$ cat config.mk
export PLATFORM = sky130hd
export DESIGN_NAME = latency_stats_log2_histogram_unit_flat
export DESIGN_NICKNAME = d
export VERILOG_FILES = /design/src/rtl/lshist_pkg.sv /design/src/rtl/lshist_in_if.sv /design/src/rtl/lshist_out_if.sv /design/src/rtl/lshist_front.sv /design/src/rtl/lshist_queue.sv /design/src/rtl/lshist_back.sv /design/src/rtl/latency_stats_log2_histogram_unit.sv /design/src/flat_wrapper.sv
export SDC_FILE = /design/constraint.sdc
export NUM_CORES = 2
export LEC_CHECK = 0
export ABC_AREA = 1
export ABC_CLOCK_PERIOD_IN_PS = 29100
export BUFFER_PORTS_ARGS = -buffer_cell sky130_fd_sc_hd__buf_2
export CAP_MARGIN = 20
export CELL_PAD_IN_SITES_DETAIL_PLACEMENT = 1
export CELL_PAD_IN_SITES_GLOBAL_PLACEMENT = 1
export CORE_MARGIN = 3
export CORE_UTILIZATION = 35
export CTS_BUF_LIST = sky130_fd_sc_hd__clkbuf_8
export CTS_CLUSTER_SIZE = 40
export DETAILED_ROUTE_END_ITERATION = 6
export PLACE_DENSITY_LB_ADDON = 0.1
export SYNTH_ARGS = -nofsm -noshare
export SYNTH_HDL_FRONTEND = slang
export SYNTH_HIERARCHICAL = 1
export SYNTH_SLANG_ARGS = --single-unit
$ cat constraint.sdc
create_clock -name clk_i -period 29.1 [get_ports clk_i]
set_input_delay 5.82 -clock clk_i [delete_from_list [all_inputs] [get_ports clk_i]]
set_output_delay 5.82 -clock clk_i [all_outputs]
set_load 0.02 [all_outputs]
$ cat src/rtl/lshist_pkg.sv
// shared types, constants and helpers of the latency histogram unit
// no dependencies; every other file imports this package
`default_nettype none

package lshist_pkg;

  localparam int SampleW = 64;
  localparam int ModeW   = 2;
  localparam int SelW    = 4;
  localparam int BinIdxW = 6;
  localparam int TotalW  = 32;

  localparam int NumBins = 16;
  localparam int BinCntW = 32;
  localparam int BinAw   = (NumBins > 1) ? $clog2(NumBins) : 1;
  localparam int NsPerUs = 1000;

  // highest bin whose lower bound NsPerUs << k still fits in a sample
  localparam int MaxBin  = SampleW - $clog2(NsPerUs + 1);

  localparam int QDepth  = 2;
  localparam int QPtrW   = (QDepth > 1) ? $clog2(QDepth) : 1;
  localparam int QCntW   = $clog2(QDepth + 1);

  localparam logic [BinCntW-1:0] CntMax = '1;

  typedef enum logic [ModeW-1:0] {
    ModeRecord = 2'd0,
    ModeRead   = 2'd1,
    ModeClear  = 2'd2,
    ModeIgnore = 2'd3
  } mode_e;

  // classified transaction waiting for the statistics stage
  typedef struct packed {
    mode_e               mode;
    logic [SampleW-1:0]  sample;
    logic [BinIdxW-1:0]  bin;
    logic                in_range;
    logic [SelW-1:0]     sel;
  } qentry_t;

  typedef struct packed {
    logic [SampleW-1:0]  min_latency;
    logic [SampleW-1:0]  max_latency;
    logic [SampleW-1:0]  latency_sum;
    logic [SampleW-1:0]  sample_count;
    logic [BinIdxW-1:0]  bin_index;
    logic                bin_counted;
    logic [TotalW-1:0]   bin_total;
  } result_t;

  function automatic logic [SampleW-1:0] bin_threshold(input int k);
    return SampleW'(NsPerUs) << k;
  endfunction

  function automatic logic [TotalW-1:0] cnt_to_total(input logic [BinCntW-1:0] c);
    logic [63:0] w;
    w = 64'(c);
    return w[TotalW-1:0];
  endfunction

endpackage

`default_nettype wire

$ cat src/rtl/lshist_in_if.sv
// input channel of the latency histogram unit: valid/ready plus the sample payload
// depends on lshist_pkg for field widths
`default_nettype none

interface lshist_in_if import lshist_pkg::*; ();
  logic                valid;
  logic                ready;
  logic [ModeW-1:0]    mode;
  logic [SampleW-1:0]  latency_value_ns;
  logic [SelW-1:0]     bin_select;

  modport source (output valid, output mode, output latency_value_ns,
                  output bin_select, input ready);
  modport sink   (input valid, input mode, input latency_value_ns,
                  input bin_select, output ready);
endinterface

`default_nettype wire

$ cat src/rtl/lshist_out_if.sv
// result channel of the latency histogram unit: valid/ready plus statistics
// depends on lshist_pkg for field widths
`default_nettype none

interface lshist_out_if import lshist_pkg::*; ();
  logic                valid;
  logic                ready;
  logic [SampleW-1:0]  min_latency;
  logic [SampleW-1:0]  max_latency;
  logic [SampleW-1:0]  latency_sum;
  logic [SampleW-1:0]  sample_count;
  logic [BinIdxW-1:0]  bin_index;
  logic                bin_counted;
  logic [TotalW-1:0]   bin_total;

  modport source (output valid, output min_latency, output max_latency,
                  output latency_sum, output sample_count, output bin_index,
                  output bin_counted, output bin_total, input ready);
  modport sink   (input valid, input min_latency, input max_latency,
                  input latency_sum, input sample_count, input bin_index,
                  input bin_counted, input bin_total, output ready);
endinterface

`default_nettype wire

$ cat src/rtl/lshist_front.sv
// front end: accepts input transactions and finds the log2 microsecond bin
// depends on lshist_pkg and lshist_in_if
`default_nettype none

module lshist_front import lshist_pkg::*; (
  lshist_in_if.sink  in_i,
  output logic       push_valid_o,
  input  logic       push_ready_i,
  output qentry_t    push_data_o
);

  logic [MaxBin+1:0]  ge;
  logic [BinIdxW-1:0] bin;

  // us >= 2^k is the same as ns >= 1000 * 2^k, so no divide is needed
  always_comb begin
    ge = '0;
    ge[0] = 1'b1;
    for (int k = 1; k <= MaxBin; k++) begin
      ge[k] = (in_i.latency_value_ns >= bin_threshold(k));
    end
  end

  // thermometer to binary: exactly one position is the top set bit
  always_comb begin
    bin = '0;
    for (int k = 0; k <= MaxBin; k++) begin
      if (ge[k] && !ge[k+1]) begin
        bin = bin | BinIdxW'(k);
      end
    end
  end

  always_comb begin
    push_data_o.mode     = mode_e'(in_i.mode);
    push_data_o.sample   = in_i.latency_value_ns;
    push_data_o.bin      = bin;
    push_data_o.in_range = (int'(bin) < NumBins);
    push_data_o.sel      = in_i.bin_select;
  end

  assign push_valid_o = in_i.valid;
  assign in_i.ready   = push_ready_i;

endmodule

`default_nettype wire

$ cat src/rtl/lshist_queue.sv
// short queue between the classifier and the statistics stage
// depends on lshist_pkg
`default_nettype none

module lshist_queue import lshist_pkg::*; (
  input  logic     clk_i,
  input  logic     rst_ni,
  input  logic     push_valid_i,
  output logic     push_ready_o,
  input  qentry_t  push_data_i,
  output logic     pop_valid_o,
  input  logic     pop_ready_i,
  output qentry_t  pop_data_o
);

  qentry_t           entries_q [QDepth];
  logic [QPtrW-1:0]  wr_ptr_q, wr_ptr_d;
  logic [QPtrW-1:0]  rd_ptr_q, rd_ptr_d;
  logic [QCntW-1:0]  cnt_q, cnt_d;
  logic              push, pop;

  assign push_ready_o = (cnt_q != QCntW'(QDepth));
  assign pop_valid_o  = (cnt_q != '0);
  assign pop_data_o   = entries_q[rd_ptr_q];
  assign push         = push_valid_i && push_ready_o;
  assign pop          = pop_valid_o && pop_ready_i;

  always_comb begin
    wr_ptr_d = wr_ptr_q;
    rd_ptr_d = rd_ptr_q;
    cnt_d    = cnt_q;
    if (push) begin
      wr_ptr_d = (wr_ptr_q == QPtrW'(QDepth - 1)) ? '0 : wr_ptr_q + 1'b1;
    end
    if (pop) begin
      rd_ptr_d = (rd_ptr_q == QPtrW'(QDepth - 1)) ? '0 : rd_ptr_q + 1'b1;
    end
    if (push && !pop) begin
      cnt_d = cnt_q + 1'b1;
    end else if (pop && !push) begin
      cnt_d = cnt_q - 1'b1;
    end
  end

  always_ff @(posedge clk_i or negedge rst_ni) begin
    if (!rst_ni) begin
      wr_ptr_q <= '0;
      rd_ptr_q <= '0;
      cnt_q    <= '0;
    end else begin
      wr_ptr_q <= wr_ptr_d;
      rd_ptr_q <= rd_ptr_d;
      cnt_q    <= cnt_d;
    end
  end

  always_ff @(posedge clk_i) begin
    if (push) begin
      entries_q[wr_ptr_q] <= push_data_i;
    end
  end

endmodule

`default_nettype wire

$ cat src/rtl/lshist_back.sv
// back end: running statistics, bin counters and the result register
// depends on lshist_pkg and lshist_out_if
`default_nettype none

module lshist_back import lshist_pkg::*; (
  input  logic          clk_i,
  input  logic          rst_ni,
  input  logic          pop_valid_i,
  output logic          pop_ready_o,
  input  qentry_t       pop_data_i,
  lshist_out_if.source  out_o
);

  logic [SampleW-1:0]  min_q, min_d;
  logic [SampleW-1:0]  max_q, max_d;
  logic [SampleW-1:0]  sum_q, sum_d;
  logic [SampleW-1:0]  count_q, count_d;
  logic [BinCntW-1:0]  bins_q [NumBins];
  logic [BinCntW-1:0]  bins_d [NumBins];
  logic                out_valid_q, out_valid_d;
  result_t             res_q, res_d;

  logic [BinAw-1:0]    rd_idx;
  logic                rd_ok;
  logic [BinCntW-1:0]  cnt_rd, cnt_inc;
  logic                pop;

  assign pop_ready_o = !out_valid_q || out_o.ready;
  assign pop         = pop_valid_i && pop_ready_o;

  // one counter read per transaction: record bin or selected bin
  always_comb begin
    if (pop_data_i.mode == ModeRead) begin
      rd_idx = pop_data_i.sel[BinAw-1:0];
      rd_ok  = (int'(pop_data_i.sel) < NumBins);
    end else begin
      rd_idx = pop_data_i.bin[BinAw-1:0];
      rd_ok  = pop_data_i.in_range;
    end
    cnt_rd  = bins_q[rd_idx];
    cnt_inc = (cnt_rd == CntMax) ? cnt_rd : cnt_rd + 1'b1;
  end

  always_comb begin
    min_d   = min_q;
    max_d   = max_q;
    sum_d   = sum_q;
    count_d = count_q;
    bins_d  = bins_q;
    res_d   = res_q;
    out_valid_d = out_valid_q;
    if (out_o.ready) begin
      out_valid_d = 1'b0;
    end
    if (pop) begin
      out_valid_d       = 1'b1;
      res_d.bin_index   = '0;
      res_d.bin_counted = 1'b0;
      res_d.bin_total   = '0;
      case (pop_data_i.mode)
        ModeRecord: begin
          if (pop_data_i.sample < min_q) begin
            min_d = pop_data_i.sample;
          end
          if (pop_data_i.sample > max_q) begin
            max_d = pop_data_i.sample;
          end
          sum_d             = sum_q + pop_data_i.sample;
          count_d           = count_q + 1'b1;
          res_d.bin_index   = pop_data_i.bin;
          res_d.bin_counted = rd_ok;
          if (rd_ok) begin
            bins_d[rd_idx]  = cnt_inc;
            res_d.bin_total = cnt_to_total(cnt_inc);
          end
        end
        ModeRead: begin
          res_d.bin_index = BinIdxW'(pop_data_i.sel);
          if (rd_ok) begin
            res_d.bin_total = cnt_to_total(cnt_rd);
          end
        end
        ModeClear: begin
          min_d   = '1;
          max_d   = '0;
          sum_d   = '0;
          count_d = '0;
          for (int i = 0; i < NumBins; i++) begin
            bins_d[i] = '0;
          end
        end
        default: begin
        end
      endcase
      res_d.min_latency  = min_d;
      res_d.max_latency  = max_d;
      res_d.latency_sum  = sum_d;
      res_d.sample_count = count_d;
    end
  end

  always_ff @(posedge clk_i or negedge rst_ni) begin
    if (!rst_ni) begin
      min_q       <= '1;
      max_q       <= '0;
      sum_q       <= '0;
      count_q     <= '0;
      out_valid_q <= 1'b0;
      for (int i = 0; i < NumBins; i++) begin
        bins_q[i] <= '0;
      end
    end else begin
      min_q       <= min_d;
      max_q       <= max_d;
      sum_q       <= sum_d;
      count_q     <= count_d;
      out_valid_q <= out_valid_d;
      bins_q      <= bins_d;
    end
  end

  always_ff @(posedge clk_i) begin
    res_q <= res_d;
  end

  assign out_o.valid        = out_valid_q;
  assign out_o.min_latency  = res_q.min_latency;
  assign out_o.max_latency  = res_q.max_latency;
  assign out_o.latency_sum  = res_q.latency_sum;
  assign out_o.sample_count = res_q.sample_count;
  assign out_o.bin_index    = res_q.bin_index;
  assign out_o.bin_counted  = res_q.bin_counted;
  assign out_o.bin_total    = res_q.bin_total;

endmodule

`default_nettype wire

$ cat src/rtl/latency_stats_log2_histogram_unit.sv
// top level of the latency monitor: classifier, queue, statistics stage
// depends on lshist_pkg, lshist_in_if, lshist_out_if and the lshist_* modules
//
//   channel  dir  handshake      payload
//   in_i     in   valid/ready    mode, latency_value_ns, bin_select
//   out_o    out  valid/ready    min/max/sum/count, bin_index, bin_counted, bin_total
//
// one transaction per cycle sustained while out_o is ready; the result passes two registers
// after acceptance (queue entry register, then the result register of the statistics stage)
// the 2-entry queue absorbs output stalls; input ready drops only when it is full
// reset clears all statistics and bin counters at once, no clearing pass
`default_nettype none

module latency_stats_log2_histogram_unit import lshist_pkg::*; (
  input  logic          clk_i,
  input  logic          rst_ni,
  lshist_in_if.sink     in_i,
  lshist_out_if.source  out_o
);

  logic     push_valid, push_ready;
  qentry_t  push_data;
  logic     pop_valid, pop_ready;
  qentry_t  pop_data;

  lshist_front u_front (
    .in_i         (in_i),
    .push_valid_o (push_valid),
    .push_ready_i (push_ready),
    .push_data_o  (push_data)
  );

  lshist_queue u_queue (
    .clk_i        (clk_i),
    .rst_ni       (rst_ni),
    .push_valid_i (push_valid),
    .push_ready_o (push_ready),
    .push_data_i  (push_data),
    .pop_valid_o  (pop_valid),
    .pop_ready_i  (pop_ready),
    .pop_data_o   (pop_data)
  );

  lshist_back u_back (
    .clk_i       (clk_i),
    .rst_ni      (rst_ni),
    .pop_valid_i (pop_valid),
    .pop_ready_o (pop_ready),
    .pop_data_i  (pop_data),
    .out_o       (out_o)
  );

endmodule

`default_nettype wire
$ cat src/flat_wrapper.sv
// flat-port wrapper written by rule: the top's interface ports become plain ports
module latency_stats_log2_histogram_unit_flat import lshist_pkg::*;
  (clk_i, rst_ni, in_i_valid, in_i_mode, in_i_latency_value_ns, in_i_bin_select, in_i_ready, out_o_valid, out_o_min_latency, out_o_max_latency, out_o_latency_sum, out_o_sample_count, out_o_bin_index, out_o_bin_counted, out_o_bin_total, out_o_ready);
  lshist_in_if in_i_i ();
  lshist_out_if out_o_i ();
  input  logic clk_i;
  input  logic rst_ni;
  input wire logic [$bits(in_i_i.valid)-1:0] in_i_valid;
  input wire logic [$bits(in_i_i.mode)-1:0] in_i_mode;
  input wire logic [$bits(in_i_i.latency_value_ns)-1:0] in_i_latency_value_ns;
  input wire logic [$bits(in_i_i.bin_select)-1:0] in_i_bin_select;
  output wire logic [$bits(in_i_i.ready)-1:0] in_i_ready;
  output wire logic [$bits(out_o_i.valid)-1:0] out_o_valid;
  output wire logic [$bits(out_o_i.min_latency)-1:0] out_o_min_latency;
  output wire logic [$bits(out_o_i.max_latency)-1:0] out_o_max_latency;
  output wire logic [$bits(out_o_i.latency_sum)-1:0] out_o_latency_sum;
  output wire logic [$bits(out_o_i.sample_count)-1:0] out_o_sample_count;
  output wire logic [$bits(out_o_i.bin_index)-1:0] out_o_bin_index;
  output wire logic [$bits(out_o_i.bin_counted)-1:0] out_o_bin_counted;
  output wire logic [$bits(out_o_i.bin_total)-1:0] out_o_bin_total;
  input wire logic [$bits(out_o_i.ready)-1:0] out_o_ready;
  assign in_i_i.valid = in_i_valid;
  assign in_i_i.mode = in_i_mode;
  assign in_i_i.latency_value_ns = in_i_latency_value_ns;
  assign in_i_i.bin_select = in_i_bin_select;
  assign in_i_ready = in_i_i.ready;
  assign out_o_valid = out_o_i.valid;
  assign out_o_min_latency = out_o_i.min_latency;
  assign out_o_max_latency = out_o_i.max_latency;
  assign out_o_latency_sum = out_o_i.latency_sum;
  assign out_o_sample_count = out_o_i.sample_count;
  assign out_o_bin_index = out_o_i.bin_index;
  assign out_o_bin_counted = out_o_i.bin_counted;
  assign out_o_bin_total = out_o_i.bin_total;
  assign out_o_i.ready = out_o_ready;
  latency_stats_log2_histogram_unit u_core (.clk_i(clk_i), .rst_ni(rst_ni), .in_i(in_i_i), .out_o(out_o_i));
endmodule
==> flow_metrics.tcl <==
set metrics [dict create \
    cp_common_cell "nand2_1" \
    clock_skew_ps 54.5 \
    worstPathMaxFanout 78 \
    critPathMaxStageDelay_ps 960 \
    gp_congestion 0.906 \
    yosys.area.top_type "dfrtp_1" \
    rows 163 \
    initialDrtViolationCount 4358 \
    path_buf_inv 6 \
    start_util 0.354 \
    cts.sinks 1222 \
    status "complete, no violations" \
    die_h_um 454 \
    max_cap_viol_count 0 \
    grt_start_max_net_pins 189 \
    vias 64000 \
    syn_inst 9393 \
    critPathTopFamily "buffers and inverters" \
    core_area_um2 198000 \
    grtUsageTotal 0.278 \
    stdcell_area_um2 78300 \
    area_delta_synth_final_pct 11.6 \
    synth_most_common_cell "nand2_1" \
    grt_pass1_wl_um 431000 \
    antenna_found_initial 7 \
    portBuffers 370 \
    syn-cell-area_um2 70200 \
    drt-pass1-iter-count 5 \
    die_w_um 454 \
    dieArea_um2 206000 \
    finish.utilization 0.395 \
    critical_path_class "in2reg" \
    place_area_um2 73600 \
    drtAntennaViolNets 0 \
    cts_buffers 223 \
    clock.fmax_ghz 0.113 \
    htree_levels 4 \
    place_ws_ps 19030 \
    slew_headroom 0.218 \
    first_global_vias 66500 \
    worstMarginPinSlew_ps 1170 \
    cts_setup_buffers 0 \
    synth.area.top_cells "dfrtp_1, nand2_1, edfxtp_1" \
    fin_crit_ps 8880 \
    slowest_stage "clkinv_1" \
    async_reset_ff_frac 0.633 \
    yosys-top-cells-count "nand2_1, inv_1, dfrtp_1, nand3_1, nor2_1" \
    ctsRootBufferMaster "clkbuf_8" \
    finalHoldViolations 0 \
    yosys_warnings 6 \
    ctsLongestPathBuffers 3 \
    grt_overflow_total 0 \
    synth_edf_count 449 \
    nets 9852 \
    rsz0062_at_grt "false" \
    layout-drive-gt1-share 0.113 \
    syn_nets 9661 \
    yosysUniqueCellTypes 61 \
    min-delay-path-class "reg2reg" \
    crit_required_ps 29980 \
    seq_area_frac_synth 0.469 \
    post_cts_resized 0 \
    ctsHoldBuffers 0 \
    setup_viol_count_final 0 \
    ys_ff_latch 1222 \
    crit_chain "buf_2 > inv_1 > nand2_1 > nand2_4 > buf_4 > nor2_4 > inv_6 > a21oi_1 > inv_1 > a21oi_1 > clkinv_1 > nand2_1 > nand2_1" \
    cts.reportedPaths.clkPinSlew_ps 60 \
    drc_errors 0 \
    cts_tree "yes" \
    worstPathArrival_ps 9750 \
    fin_crit_sh 0.305 \
    finalSetupTns_ps 0 \
    viasPerCell 5.15 \
    clk_latency_ps 1020 \
    pin_count 371 \
    fillCellCount 24600 \
    hpwl_um 199000 \
    syn_avg_cell_area_um2 7.47 \
    synth_ff_type "dfrtp_1" \
    synth_top_area_frac 0.253 \
    drv_slew 0 \
    worst_setup_path_start_kind "input port" \
    wl_per_cell_um 23.3 \
    timing.final.ws_setup_ps 20220 \
    totalWireLength_um 290000 \
    worstSetupEndpointType "flip-flop" \
]
-- per-stage QoR --
stage          std cells  hold slack (ps)
6_report           12400              473
2_1_floorplan       9393              440
5_1_grt            12400              494
3_5_place_dp       12000              458
3_3_place_gp       12000              455
4_1_cts            12400              475
-- worst min-delay path, stage by stage, from the launching register on --
cell and delay (ps):
dfrtp_1 340, nand2_1 50, nand2_1 50
-- layer usage --
layer | global-route usage | routed length, µm | up-vias
met2 | 0.460 | 136000 | 1499
li1 | - | - | 30200
met4 | 0.115 | 12700 | 2
met1 | 0.368 | 129000 | 31800
met3 | 0.0329 | 12300 | 440
met5 | 0 | 7 | -
-- area by class of cell --
class	instances	area (µm²)	share of cell area
Clock buffer	250	3440	0.0439
Inverter	1109	4190	0.0534
Multi-Input combinational cell	6571	30700	0.392
Antenna cell	5	12.5	0.000160
Timing Repair Buffer	457	2720	0.0347
Tap cell	2640	3300	0.0422
Clock inverter	168	1060	0.0136
Sequential cell	1222	32900	0.420
-- path summary, 6_finish.rpt --
path / start / to / slack (ps) / cells after the start
min in group asynchronous: rst_ni / u_core/u_back/out_o.valid$_DFFE_PN0P_ / 4880 / 1
max in group asynchronous: rst_ni / u_core/u_back/bins_q[414]$_DFFE_PN0P_ / 20670 / 6
min: u_core/u_back/bins_q[369]$_DFFE_PN0P_ / u_core/u_back/bins_q[369]$_DFFE_PN0P_ / 470 / 2
max reg2reg: u_core/u_queue/rd_ptr_q$_DFFE_PN0P_ / u_core/u_back/out_o.bin_total[6]$_SDFFCE_PN0P_ / 21210 / 23
max: out_o_ready / u_core/u_back/bins_q[365]$_DFFE_PN0P_ / 20220 / 13
min reg2reg: u_core/u_back/bins_q[369]$_DFFE_PN0P_ / u_core/u_back/bins_q[369]$_DFFE_PN0P_ / 470 / 2
-- cells in the final DEF (no fill, tap or decap), drive strengths merged, types with 6 or more instances in the layout --
master,count
a211oi,7
nor2,524
buf,457
or2,31
o211ai,22
xor2,16
o21ai,466
dfstp,64
a31oi,51
dfrtp,709
nor3,81
clkbuf,250
inv,1178
a21oi,256
clkinv,88
nand3b,49
nor4,24
o22ai,43
nand4,195
edfxtp,449
xnor2,10
nand2,3947
nand3,584
o21a,18
o2111ai,6
ha,193
a221oi,8
o21bai,12
bufinv,8
-- cell families (layout without fill, tap and decap cells) --
group | Yosys count | count (layout) | synth area share
simple gates | 5444 | 5444 | 0.326
buf+inv | 1600 | 1984 | 0.0971
flops | 1222 | 1222 | 0.469
compound gates | 907 | 907 | 0.0706
fa+ha+maj | 194 | 194 | 0.0347
xor+xnor | 26 | 26 | 0.00324
other cells | 0 | 5 | 0
-- registers in the layout (all words and copies together) (netlist names) --
register,count
u_core/u_back/bins_q,512
u_core/u_queue/entries_q,154
u_core/u_back/count_q,64
u_core/u_back/max_q,64
u_core/u_back/min_q,64
u_core/u_back/out_o.latency_sum,64
u_core/u_back/out_o.max_latency,64
u_core/u_back/out_o.min_latency,64
u_core/u_back/out_o.sample_count,64
u_core/u_back/sum_q,64
u_core/u_back/out_o.bin_total,32
u_core/u_back/out_o.bin_index,6
u_core/u_queue/cnt_q,2
u_core/u_back/out_o.bin_counted,1
u_core/u_back/out_o.valid,1
u_core/u_queue/rd_ptr_q,1
u_core/u_queue/wr_ptr_q,1
Power is not shown: default switching activity piles up to over one toggle a cycle in this logic, so the estimate is an artifact.
